<file path="src/fat32_chain_to_sector_runs_macros.svh">
// Assertion macros used by the step logic of the cluster chain walker RTL.
`ifndef FAT32_CHAIN_TO_SECTOR_RUNS_MACROS_SVH
`define FAT32_CHAIN_TO_SECTOR_RUNS_MACROS_SVH
`ifndef SYNTHESIS
// Same-cycle implication, disabled while in reset
`define FCSR_ASSERT_IMP(label, clock, resetn, ante, cons, msg) \
    label: assert property (@(posedge clock) disable iff (!resetn) (ante) |-> (cons)) \
        else $error(msg);
// Next-cycle implication, disabled while in reset
`define FCSR_ASSERT_NXT(label, clock, resetn, ante, cons, msg) \
    label: assert property (@(posedge clock) disable iff (!resetn) (ante) |=> (cons)) \
        else $error(msg);
`else
`define FCSR_ASSERT_IMP(label, clock, resetn, ante, cons, msg)
`define FCSR_ASSERT_NXT(label, clock, resetn, ante, cons, msg)
`endif
`endif

</file>
<file path="src/fcsr_pkg.sv">
// Shared widths, codes and types of the FAT32 cluster chain walker.
package fcsr_pkg;

    // Field widths
    localparam int SEC_W    = 32;
    localparam int CLUS_W   = 28;
    localparam int LEN_W    = 24;
    localparam int STEP_W   = 25;
    localparam int BYTES_W  = 32;
    localparam int LOG2_W   = 3;
    localparam int STATUS_W = 2;
    localparam int ENTRY_W  = 32;

    // Sector size, a power of two
    localparam int SECTOR_BYTES = 512;
    localparam int SECTOR_SHIFT = $clog2(SECTOR_BYTES);

    // FAT32 entry codes (after masking to 28 bits)
    localparam logic [CLUS_W-1:0] ENTRY_FREE    = 28'h0000000;
    localparam logic [CLUS_W-1:0] ENTRY_BAD     = 28'hFFFFFF7;
    localparam logic [CLUS_W-1:0] ENTRY_EOC_MIN = 28'hFFFFFF8;
    localparam logic [CLUS_W-1:0] FIRST_DATA    = 28'd2;
    localparam logic [STEP_W-1:0] STEP_MAX      = {STEP_W{1'b1}};

    // Walk status codes
    localparam logic [STATUS_W-1:0] ST_CONT    = 2'd0;
    localparam logic [STATUS_W-1:0] ST_DONE    = 2'd1;
    localparam logic [STATUS_W-1:0] ST_CORRUPT = 2'd2;

    // Configuration port
    localparam int CFG_IDX_W  = 3;
    localparam int CFG_DATA_W = 32;
    localparam logic [CFG_IDX_W-1:0] REG_DATA_START    = 3'd0;
    localparam logic [CFG_IDX_W-1:0] REG_CLUSTER_LOG2  = 3'd1;
    localparam logic [CFG_IDX_W-1:0] REG_CLUSTER_COUNT = 3'd2;
    localparam logic [CFG_IDX_W-1:0] REG_FIRST_CLUSTER = 3'd3;
    localparam logic [CFG_IDX_W-1:0] REG_FILE_BYTES    = 3'd4;

    // Register reset values
    localparam logic [CLUS_W-1:0] COUNT_RESET = 28'd65525;
    localparam logic [CLUS_W-1:0] FIRST_RESET = 28'd2;

    typedef struct packed {
        logic [SEC_W-1:0]   data_start_sector;
        logic [LOG2_W-1:0]  cluster_size_log2;
        logic [CLUS_W-1:0]  cluster_count;
        logic [CLUS_W-1:0]  first_cluster;
        logic [BYTES_W-1:0] file_bytes;
    } cfg_t;

    typedef struct packed {
        logic                run_valid;
        logic [SEC_W-1:0]    run_sector;
        logic [LEN_W-1:0]    run_length;
        logic [CLUS_W-1:0]   fetch_cluster;
        logic [STATUS_W-1:0] walk_status;
    } res_t;

endpackage

</file>
<file path="src/fcsr_if.sv">
// Valid/ready channel interfaces for FAT entries in and sector runs out.
interface fcsr_in_if;
    logic                              valid;
    logic                              ready;
    logic [fcsr_pkg::ENTRY_W-1:0]      fat_entry;
    logic                              start_req;

    modport source (output valid, fat_entry, start_req, input ready);
    modport sink   (input valid, fat_entry, start_req, output ready);
endinterface

interface fcsr_out_if;
    logic                              valid;
    logic                              ready;
    logic                              run_valid;
    logic [fcsr_pkg::SEC_W-1:0]        run_sector;
    logic [fcsr_pkg::LEN_W-1:0]        run_length;
    logic [fcsr_pkg::CLUS_W-1:0]       fetch_cluster;
    logic [fcsr_pkg::STATUS_W-1:0]     walk_status;

    modport source (output valid, run_valid, run_sector, run_length, fetch_cluster,
                    walk_status, input ready);
    modport sink   (input valid, run_valid, run_sector, run_length, fetch_cluster,
                    walk_status, output ready);
endinterface

</file>
<file path="src/fcsr_cfg.sv">
// Configuration register file of the cluster chain walker.
module fcsr_cfg (
    input  logic                            clk,
    input  logic                            rst_n,
    input  logic                            cfg_we,
    input  logic [fcsr_pkg::CFG_IDX_W-1:0]  cfg_index,
    input  logic [fcsr_pkg::CFG_DATA_W-1:0] cfg_wdata,
    output fcsr_pkg::cfg_t                  cfg
);

    fcsr_pkg::cfg_t cfg_reg;
    fcsr_pkg::cfg_t cfg_next;

    // Write decode; indexes beyond the list are dropped
    always_comb
    begin
        cfg_next = cfg_reg;
        if (cfg_we)
        begin
            case (cfg_index)
                fcsr_pkg::REG_DATA_START:
                    cfg_next.data_start_sector = cfg_wdata[fcsr_pkg::SEC_W-1:0];
                fcsr_pkg::REG_CLUSTER_LOG2:
                    cfg_next.cluster_size_log2 = cfg_wdata[fcsr_pkg::LOG2_W-1:0];
                fcsr_pkg::REG_CLUSTER_COUNT:
                    cfg_next.cluster_count = cfg_wdata[fcsr_pkg::CLUS_W-1:0];
                fcsr_pkg::REG_FIRST_CLUSTER:
                    cfg_next.first_cluster = cfg_wdata[fcsr_pkg::CLUS_W-1:0];
                fcsr_pkg::REG_FILE_BYTES:
                    cfg_next.file_bytes = cfg_wdata[fcsr_pkg::BYTES_W-1:0];
                default:
                    cfg_next = cfg_reg;
            endcase
        end
    end

    always_ff @(posedge clk or negedge rst_n)
    begin
        if (!rst_n)
        begin
            cfg_reg.data_start_sector <= '0;
            cfg_reg.cluster_size_log2 <= '0;
            cfg_reg.cluster_count     <= fcsr_pkg::COUNT_RESET;
            cfg_reg.first_cluster     <= fcsr_pkg::FIRST_RESET;
            cfg_reg.file_bytes        <= '0;
        end
        else
        begin
            cfg_reg <= cfg_next;
        end
    end

    assign cfg = cfg_reg;

endmodule

</file>
<file path="src/fcsr_step.sv">
// Walk state and combinational step logic: link check, run merge and clipping.
`include "fat32_chain_to_sector_runs_macros.svh"

module fcsr_step #(
    parameter int SECTOR_BYTES = fcsr_pkg::SECTOR_BYTES
) (
    input  logic                          clk,
    input  logic                          rst_n,
    input  fcsr_pkg::cfg_t                cfg,
    input  logic                          step_en,
    input  logic [fcsr_pkg::ENTRY_W-1:0]  fat_entry,
    input  logic                          start_req,
    output fcsr_pkg::res_t                res
);

    localparam int CLUS_W       = fcsr_pkg::CLUS_W;
    localparam int LEN_W        = fcsr_pkg::LEN_W;
    localparam int STEP_W       = fcsr_pkg::STEP_W;
    localparam int SEC_W        = fcsr_pkg::SEC_W;
    localparam int BND_W        = fcsr_pkg::BYTES_W + 1;
    localparam int SECTOR_SHIFT = $clog2(SECTOR_BYTES);

    // Walk state
    logic [CLUS_W-1:0] cur_reg, cur_next;
    logic [CLUS_W-1:0] begin_reg, begin_next;
    logic [LEN_W-1:0]  rsf_reg, rsf_next;
    logic [LEN_W-1:0]  rem_reg, rem_next;
    logic [STEP_W-1:0] step_reg, step_next;
    logic              walk_reg, walk_next;

    // Step datapath
    logic [CLUS_W-1:0] entry;
    logic [LEN_W-1:0]  clus_secs;
    logic [BND_W-1:0]  byte_sum;
    logic [BND_W-1:0]  sec_round;
    logic [LEN_W-1:0]  sectors_init;
    logic [BND_W-1:0]  bound;
    logic              walk_eff;
    logic [CLUS_W-1:0] e_cur;
    logic [CLUS_W-1:0] e_begin;
    logic [LEN_W-1:0]  e_rsf;
    logic [LEN_W-1:0]  e_rem;
    logic [STEP_W-1:0] e_step;
    logic [LEN_W-1:0]  rsf_sum;
    logic [CLUS_W-1:0] next_clus;
    logic              link_bad;
    logic              emit;
    logic [LEN_W-1:0]  run_len;
    logic [LEN_W-1:0]  rem_after;
    logic [SEC_W-1:0]  begin_off;

    // Cluster lies in the data area [2, count + 2)
    function automatic logic in_range(input logic [CLUS_W-1:0] c,
                                      input logic [CLUS_W-1:0] count);
        logic [CLUS_W:0] limit;
        begin
            limit = {1'b0, count} + {1'b0, fcsr_pkg::FIRST_DATA};
            in_range = (c >= fcsr_pkg::FIRST_DATA) && ({1'b0, c} < limit);
        end
    endfunction

    // Per-volume and per-file derived values
    always_comb
    begin
        entry        = fat_entry[CLUS_W-1:0];
        clus_secs    = LEN_W'(1) << cfg.cluster_size_log2;
        byte_sum     = {1'b0, cfg.file_bytes} + BND_W'(SECTOR_BYTES - 1);
        sec_round    = byte_sum >> SECTOR_SHIFT;
        sectors_init = sec_round[LEN_W-1:0];
        bound        = ({1'b0, cfg.file_bytes} >>
                        (SECTOR_SHIFT + int'(cfg.cluster_size_log2)))
                       + BND_W'(2);
    end

    // A start request reloads the walk before this entry is used
    always_comb
    begin
        walk_eff = start_req ? (cfg.file_bytes != '0) : walk_reg;
        e_cur    = start_req ? cfg.first_cluster : cur_reg;
        e_begin  = start_req ? cfg.first_cluster : begin_reg;
        e_rsf    = start_req ? '0 : rsf_reg;
        e_rem    = start_req ? sectors_init : rem_reg;
        e_step   = start_req ? '0 : step_reg;
    end

    // Link decode, run merge and clipping
    always_comb
    begin
        rsf_sum   = e_rsf + clus_secs;
        link_bad  = 1'b0;
        next_clus = entry;
        if (entry >= fcsr_pkg::ENTRY_EOC_MIN)
        begin
            next_clus = '0;
        end
        else if ((entry == fcsr_pkg::ENTRY_FREE) || (entry == fcsr_pkg::ENTRY_BAD) ||
                 !in_range(entry, cfg.cluster_count))
        begin
            link_bad = 1'b1;
        end
        emit      = ({1'b0, next_clus} != ({1'b0, e_cur} + (CLUS_W+1)'(1))) ||
                    (rsf_sum >= e_rem);
        run_len   = (rsf_sum > e_rem) ? e_rem : rsf_sum;
        rem_after = emit ? (e_rem - run_len) : e_rem;
        begin_off = SEC_W'(e_begin) - SEC_W'(fcsr_pkg::FIRST_DATA);
    end

    // Result and next state
    always_comb
    begin
        cur_next   = cur_reg;
        begin_next = begin_reg;
        rsf_next   = rsf_reg;
        rem_next   = rem_reg;
        step_next  = step_reg;
        walk_next  = 1'b0;

        res.run_valid     = 1'b0;
        res.run_sector    = '0;
        res.run_length    = '0;
        res.fetch_cluster = '0;
        res.walk_status   = fcsr_pkg::ST_DONE;

        if (walk_eff)
        begin
            cur_next   = e_cur;
            begin_next = e_begin;
            rsf_next   = e_rsf;
            rem_next   = e_rem;
            step_next  = e_step;
            if (BND_W'(e_step) > bound)
            begin
                // Step bound exceeded: chain loops
                res.walk_status = fcsr_pkg::ST_CORRUPT;
            end
            else
            begin
                step_next = (e_step == fcsr_pkg::STEP_MAX) ? e_step : e_step + STEP_W'(1);
                rsf_next  = rsf_sum;
                if (!in_range(e_cur, cfg.cluster_count) || link_bad)
                begin
                    res.walk_status = fcsr_pkg::ST_CORRUPT;
                end
                else
                begin
                    if (emit)
                    begin
                        res.run_valid  = 1'b1;
                        res.run_length = run_len;
                        res.run_sector = cfg.data_start_sector +
                                         (begin_off << cfg.cluster_size_log2);
                        rsf_next       = '0;
                        begin_next     = next_clus;
                    end
                    rem_next = rem_after;
                    if ((next_clus == '0) || (rem_after == '0))
                    begin
                        res.walk_status = fcsr_pkg::ST_DONE;
                    end
                    else
                    begin
                        cur_next          = next_clus;
                        walk_next         = 1'b1;
                        res.fetch_cluster = next_clus;
                        res.walk_status   = fcsr_pkg::ST_CONT;
                    end
                end
            end
        end
    end

    always_ff @(posedge clk or negedge rst_n)
    begin
        if (!rst_n)
        begin
            cur_reg   <= '0;
            begin_reg <= '0;
            rsf_reg   <= '0;
            rem_reg   <= '0;
            step_reg  <= '0;
            walk_reg  <= 1'b0;
        end
        else if (step_en)
        begin
            cur_reg   <= cur_next;
            begin_reg <= begin_next;
            rsf_reg   <= rsf_next;
            rem_reg   <= rem_next;
            step_reg  <= step_next;
            walk_reg  <= walk_next;
        end
    end

    // Checks
    `FCSR_ASSERT_IMP(a_corrupt_no_run, clk, rst_n, (res.walk_status == fcsr_pkg::ST_CORRUPT), (!res.run_valid && (res.fetch_cluster == '0)), "corrupt step emits a run or a fetch")
    `FCSR_ASSERT_IMP(a_no_run_zero, clk, rst_n, !res.run_valid, ((res.run_sector == '0) && (res.run_length == '0)), "idle run fields not zero")
    `FCSR_ASSERT_IMP(a_cont_fetch, clk, rst_n, (res.walk_status == fcsr_pkg::ST_CONT), ((res.fetch_cluster != '0) && walk_next), "continuing walk without a fetch")
    `FCSR_ASSERT_NXT(a_end_idle, clk, rst_n, (step_en && (res.walk_status != fcsr_pkg::ST_CONT)), !walk_reg, "walk still active after it ended")

endmodule

</file>
<file path="src/fat32_chain_to_sector_runs.sv">
// Top level of the FAT32 cluster chain walker: input stage, step logic, result stage.
//
// Usage: write the volume and file registers through the cfg port while the block
// is idle, then feed FAT entries on fat_in. The first item carries start_req = 1
// and the entry of first_cluster; each later item carries the entry of the cluster
// named by the previous result's fetch_cluster. Every item gives exactly one result
// on run_out: an optional sector run (run_valid, run_sector, run_length), the next
// cluster to fetch and walk_status (0 continuing, 1 finished, 2 chain corrupt).
// An accepted item waits in the input register while the step logic works on it, and
// its result is then captured in the result register, which drives run_out.
// Throughput is one item per cycle while run_out does not stall; the walk state is
// updated once per step, so back-to-back entries follow each other with no gap.
// Reset clears the walk (idle) and loads the register defaults; no items are held.
// When run_out stalls, the result register holds and the input register fills,
// then fat_in.ready drops until the receiver takes the waiting result.
module fat32_chain_to_sector_runs #(
    parameter int SECTOR_BYTES = fcsr_pkg::SECTOR_BYTES
) (
    input  logic                            clk,
    input  logic                            rst_n,
    input  logic                            cfg_we,
    input  logic [fcsr_pkg::CFG_IDX_W-1:0]  cfg_index,
    input  logic [fcsr_pkg::CFG_DATA_W-1:0] cfg_wdata,
    fcsr_in_if.sink                         fat_in,
    fcsr_out_if.source                      run_out
);

    fcsr_pkg::cfg_t cfg;
    fcsr_pkg::res_t step_res;

    // Input stage
    logic                          in_valid_reg;
    logic [fcsr_pkg::ENTRY_W-1:0]  entry_reg;
    logic                          start_reg;

    // Result stage
    logic                          out_valid_reg;
    fcsr_pkg::res_t                res_reg;

    logic advance;
    logic in_take;

    assign advance      = !out_valid_reg || run_out.ready;
    assign fat_in.ready = !in_valid_reg || advance;
    assign in_take      = fat_in.valid && fat_in.ready;

    fcsr_cfg u_cfg (
        .clk       (clk),
        .rst_n     (rst_n),
        .cfg_we    (cfg_we),
        .cfg_index (cfg_index),
        .cfg_wdata (cfg_wdata),
        .cfg       (cfg)
    );

    fcsr_step #(
        .SECTOR_BYTES (SECTOR_BYTES)
    ) u_step (
        .clk       (clk),
        .rst_n     (rst_n),
        .cfg       (cfg),
        .step_en   (in_valid_reg && advance),
        .fat_entry (entry_reg),
        .start_req (start_reg),
        .res       (step_res)
    );

    // Input register control
    always_ff @(posedge clk or negedge rst_n)
    begin
        if (!rst_n)
        begin
            in_valid_reg <= 1'b0;
        end
        else if (in_take)
        begin
            in_valid_reg <= 1'b1;
        end
        else if (advance)
        begin
            in_valid_reg <= 1'b0;
        end
    end

    // Input register payload
    always_ff @(posedge clk)
    begin
        if (in_take)
        begin
            entry_reg <= fat_in.fat_entry;
            start_reg <= fat_in.start_req;
        end
    end

    // Result register control
    always_ff @(posedge clk or negedge rst_n)
    begin
        if (!rst_n)
        begin
            out_valid_reg <= 1'b0;
        end
        else if (advance)
        begin
            out_valid_reg <= in_valid_reg;
        end
    end

    // Result register payload
    always_ff @(posedge clk)
    begin
        if (advance && in_valid_reg)
        begin
            res_reg <= step_res;
        end
    end

    assign run_out.valid         = out_valid_reg;
    assign run_out.run_valid     = res_reg.run_valid;
    assign run_out.run_sector    = res_reg.run_sector;
    assign run_out.run_length    = res_reg.run_length;
    assign run_out.fetch_cluster = res_reg.fetch_cluster;
    assign run_out.walk_status   = res_reg.walk_status;

endmodule
</file>
<file path="src/flat_wrapper.sv">
// flat-port wrapper written by rule: the top's interface ports become plain ports
module fat32_chain_to_sector_runs_flat 
#(
    parameter int SECTOR_BYTES = fcsr_pkg::SECTOR_BYTES
)
  (clk, rst_n, cfg_we, cfg_index, cfg_wdata, fat_in_valid, fat_in_fat_entry, fat_in_start_req, fat_in_ready, run_out_valid, run_out_run_valid, run_out_run_sector, run_out_run_length, run_out_fetch_cluster, run_out_walk_status, run_out_ready);
  fcsr_in_if fat_in_i ();
  fcsr_out_if run_out_i ();
  input  logic clk;
  input  logic rst_n;
  input  logic cfg_we;
  input  logic [fcsr_pkg::CFG_IDX_W-1:0] cfg_index;
  input  logic [fcsr_pkg::CFG_DATA_W-1:0] cfg_wdata;
  input wire logic [$bits(fat_in_i.valid)-1:0] fat_in_valid;
  input wire logic [$bits(fat_in_i.fat_entry)-1:0] fat_in_fat_entry;
  input wire logic [$bits(fat_in_i.start_req)-1:0] fat_in_start_req;
  output wire logic [$bits(fat_in_i.ready)-1:0] fat_in_ready;
  output wire logic [$bits(run_out_i.valid)-1:0] run_out_valid;
  output wire logic [$bits(run_out_i.run_valid)-1:0] run_out_run_valid;
  output wire logic [$bits(run_out_i.run_sector)-1:0] run_out_run_sector;
  output wire logic [$bits(run_out_i.run_length)-1:0] run_out_run_length;
  output wire logic [$bits(run_out_i.fetch_cluster)-1:0] run_out_fetch_cluster;
  output wire logic [$bits(run_out_i.walk_status)-1:0] run_out_walk_status;
  input wire logic [$bits(run_out_i.ready)-1:0] run_out_ready;
  assign fat_in_i.valid = fat_in_valid;
  assign fat_in_i.fat_entry = fat_in_fat_entry;
  assign fat_in_i.start_req = fat_in_start_req;
  assign fat_in_ready = fat_in_i.ready;
  assign run_out_valid = run_out_i.valid;
  assign run_out_run_valid = run_out_i.run_valid;
  assign run_out_run_sector = run_out_i.run_sector;
  assign run_out_run_length = run_out_i.run_length;
  assign run_out_fetch_cluster = run_out_i.fetch_cluster;
  assign run_out_walk_status = run_out_i.walk_status;
  assign run_out_i.ready = run_out_ready;
  fat32_chain_to_sector_runs #(.SECTOR_BYTES(SECTOR_BYTES)) u_core (.clk(clk), .rst_n(rst_n), .cfg_we(cfg_we), .cfg_index(cfg_index), .cfg_wdata(cfg_wdata), .fat_in(fat_in_i), .run_out(run_out_i));
endmodule
</file>
<file path="config.mk">
export PLATFORM = sky130hd
export DESIGN_NAME = fat32_chain_to_sector_runs_flat
export DESIGN_NICKNAME = d
export VERILOG_FILES = /design/src/fcsr_pkg.sv /design/src/fcsr_if.sv /design/src/fcsr_cfg.sv /design/src/fcsr_step.sv /design/src/fat32_chain_to_sector_runs.sv /design/src/flat_wrapper.sv
export VERILOG_INCLUDE_DIRS = /design/src /design/src/src
export SDC_FILE = /design/constraint.sdc
export NUM_CORES = 1
export LEC_CHECK = 0
export ABC_AREA = 1
export BUFFER_PORTS_ARGS = -buffer_cell sky130_fd_sc_hd__buf_2
export CAP_MARGIN = 20
export CORE_AREA = 2 2 328 200
export CTS_BUF_LIST = sky130_fd_sc_hd__clkbuf_4 sky130_fd_sc_hd__clkbuf_8
export CTS_CLUSTER_DIAMETER = 80
export DETAILED_ROUTE_END_ITERATION = 6
export DIE_AREA = 0 0 330 202
export GPL_TIMING_DRIVEN = 1
export PLACE_DENSITY = 0.66
export SLEW_MARGIN = 10
export SYNTH_ARGS = -nofsm -noshare
export SYNTH_HDL_FRONTEND = slang
export SYNTH_SLANG_ARGS = --single-unit
</file>
<file path="constraint.sdc">
create_clock -name clk -period 19.6 [get_ports clk]
set_input_delay 0 -clock clk [delete_from_list [all_inputs] [get_ports clk]]
set_output_delay 0 -clock clk [all_outputs]
set_load 0.03 [all_outputs]
</file>
==> flow_summary.toml <==
[pwr]
p_leak_nw = 15.50
switchingPower_mw = 1.769
seqPwrFrac = 0.296
pwr-share-clk = 0.202
ir_drop_uv = 67.27
p_int_mw = 1.989
p_sw_frac = 0.4706
p_total_mw = 3.758
p_comb_frac = 0.502
powerDensity_nw_per_um2 = 116.9

[final_layout]
drive_gt1_frac = 0.09432
fillers = 6438
nets = 4489
seq_area_um2 = 9884
area_growth_pct = 13.30
largest_reg_flops = 123
multiInputGateArea_um2 = 16050

[placed_design]
dp_hpwl_um = 72350
place_congestion = 1.001
port_buffers = 157

[grt]
grt_pass1_vias = 25397
grt_pass1_wl_um = 150600
gr-total-overflow = 0
grt_antenna_before_repair = 3
grtUsageTotal = 0.2930
grt_max_degree = 73

[flow_run]
drv_cap = 0

[timing]
fin_setup_tns_ns = 0
setup_viol = 0
rsz0062_at_grt = "no"
worst_pin_slew_ns = 1.124
drv_slew = 0
finalHoldViolCount = 0
max_freq_ghz = 0.08780
period_share = 0.5811
relSlewSlack = 0.2438
period_minus_slack_ns = 11.39
finalClockSkew_ns = 0.06397

[outcome]
status = "finished, violations left"
violations = "DRC"

[clock_tree]
cts_tree = "yes"
htreeDepth = 2
cts_hold_buf = 103
cts_buffers = 59
clk_path_buf_depth = 3
postCtsResizedCells = 0
cts_root_buffer = "clkbuf_8"
clk_pin_slew_ns = 0.07
cts_setup_buffers = 0
clk_latency_ns = 0.74
clock_sinks = 371

[critical_path]
crit_path_start = "u_core.u_cfg.cfg[89]"
crit_path_max_incr_delay_ns = 0.96
worstSetupEndpointType = "flop"
critPathArrivalTime_ns = 11.80
worstPathRequired_ns = 20.01
cp-start-kind = "flop"
critPathSlowestCell = "nand4_2"
cpMostUsedCell = "nand2_1"
crit_buf_inv = 7
path_class = "reg2reg"
cp_max_fo = 45
crit_family = "simple AND/OR/NAND/NOR gates"
r2r-start = "u_core.u_cfg.cfg[89]"

[logic_synthesis]
synthArstFlopShare = 0.6873
synth_top_cell_by_area = "dfrtp_1"
netlist_top_cells_count = "1,144 x nand2_1, 435 x o21ai_0, 434 x inv_1"
ys_seq_area_frac = 0.3484
synth_area_um2 = 28370
synth_top_area_frac = 0.2117
yosys-top-cells-area = "dfrtp_1 21%, nand2_1 15%, edfxtp_1 12%"
synth_flop_cell = "dfrtp_1"
synth.ff_latch_count = 371
syn_nets = 4293
synth_edf_count = 116
yosysWarnings = 0
syn-instance-count = 4047
avgSynthCellArea_um2 = 7.010
yosysMostFrequentCell = "nand2_1"
ys_types = 55

[routing]
wl_um = 98320
ant_nets = 0
vias_per_cell = 5.495
first_iter_violations = 3537
num_vias = 28281
drc = 9
routedWlPerCell_um = 19.10
firstDrtPassIters = 7

[floorplan]
initial_core_util = 0.4448
rows = 72
die_area_um2 = 66660
die_y_um = 202
die_x_um = 330
ioPinCount = 162
coreArea_um2 = 63780

[min_path]
min_path_type = "in2reg"
worstHoldStart = "run_out_ready"
[worst reg2reg max path: cells and delay by family (launching register included)]
family	cells	cell delay [ns]
adders and majority gates	3	1.22
and+or+nand+nor	29	5.31
DFF	1	0.37
buffers and inverters	7	1.63
xor gates and xnor gates	1	0.39
AOI/OAI and AO/OA	10	2.15
[through the flow]
step | instance area, um2 | utilization | worst slack [ns] | instances | hold WS (ns)
floorplan | 28370 | - | 11.29 | 4047 | -0.2956
global placement | 29710 | 0.4657 | 8.641 | 4924 | 0.04111
detailed placement | 29710 | 0.4657 | 8.562 | 4924 | 0.03800
CTS | 32040 | 0.5023 | 8.500 | 5139 | 0.01986
global route | 32140 | 0.5039 | 7.325 | 5147 | 0.1308
finish | 32140 | 0.5039 | 8.210 | 5147 | 0.08741
[layer usage]
metal	routed length (um)	global-route usage	up-vias
li1	-	-	13685
met1	46890	0.4626	13007
met2	34760	0.3596	1456
met3	14570	0.1162	131
met4	2029	0.06496	2
met5	77	0.01014	-
[area by class of cell]
class                      count  share of cell area
clock inverter                30            0.008369
timing repair buffer         293             0.06672
tap                          851             0.03313
inverter                     452             0.05310
antenna                        2           0.0001557
clock buffer                  82             0.03161
sequential                   371              0.3075
multi-input combinational   3066              0.4994
[logic make-up after synthesis]
group	count (synthesis)	share of synthesized area
buf+inv	610	0.08653
compound gates	691	0.1292
simple gates	2028	0.3041
fa+ha+maj	173	0.07709
flops	371	0.3484
xor+xnor	153	0.04723
mux	21	0.007409
[final timing paths]
path                                               endpoint  slack (ns)  depth (start not counted)
max                        u_core.run_out.fetch_cluster[10]        8.21                         50
min                                    u_core.run_out.valid        0.09                          5
max reg2reg                u_core.run_out.fetch_cluster[10]        8.21                         50
min reg2reg                       u_core.u_step.cur_reg[11]        0.48                          2
max in group asynchronous         u_core.u_step.cur_reg[17]       17.47                          5
min in group asynchronous              u_core.u_cfg.cfg[67]        0.48                          3
[cells in the final DEF, fill, tap and decap left out, types with 11 or more instances in the layout]
cell / count
or2_2: 14
xnor2_1: 48
nor2_1: 383
xor2_1: 105
nor2_2: 12
inv_1: 433
buf_4: 27
clkbuf_8: 64
nor4_1: 19
nand2_1: 1143
nor3_1: 54
ha_1: 170
dlygate4sd3_1: 105
clkinv_1: 21
a21boi_0: 11
nand3_1: 226
a21oi_1: 162
edfxtp_1: 116
nand4_1: 101
mux2i_1: 21
dfstp_2: 15
o21ai_0: 435
dfrtp_1: 239
buf_2: 156
clkbuf_4: 18
nand2_2: 39
[power by group through the flow]
| stage | combinational (mW) | sequential (mW) | clock (mW) |
|---|---|---|---|
| finish | 1.89 | 1.11 | 0.759 |
| global route | 2.11 | 1.13 | 0.805 |
| CTS | 1.84 | 1.11 | 0.770 |
| detailed placement | 1.81 | 1.12 | 0 |
| global placement | 1.79 | 1.11 | 0 |
| floorplan | 1.28 | 1.15 | 0 |
(Power assumes the default switching activity.)
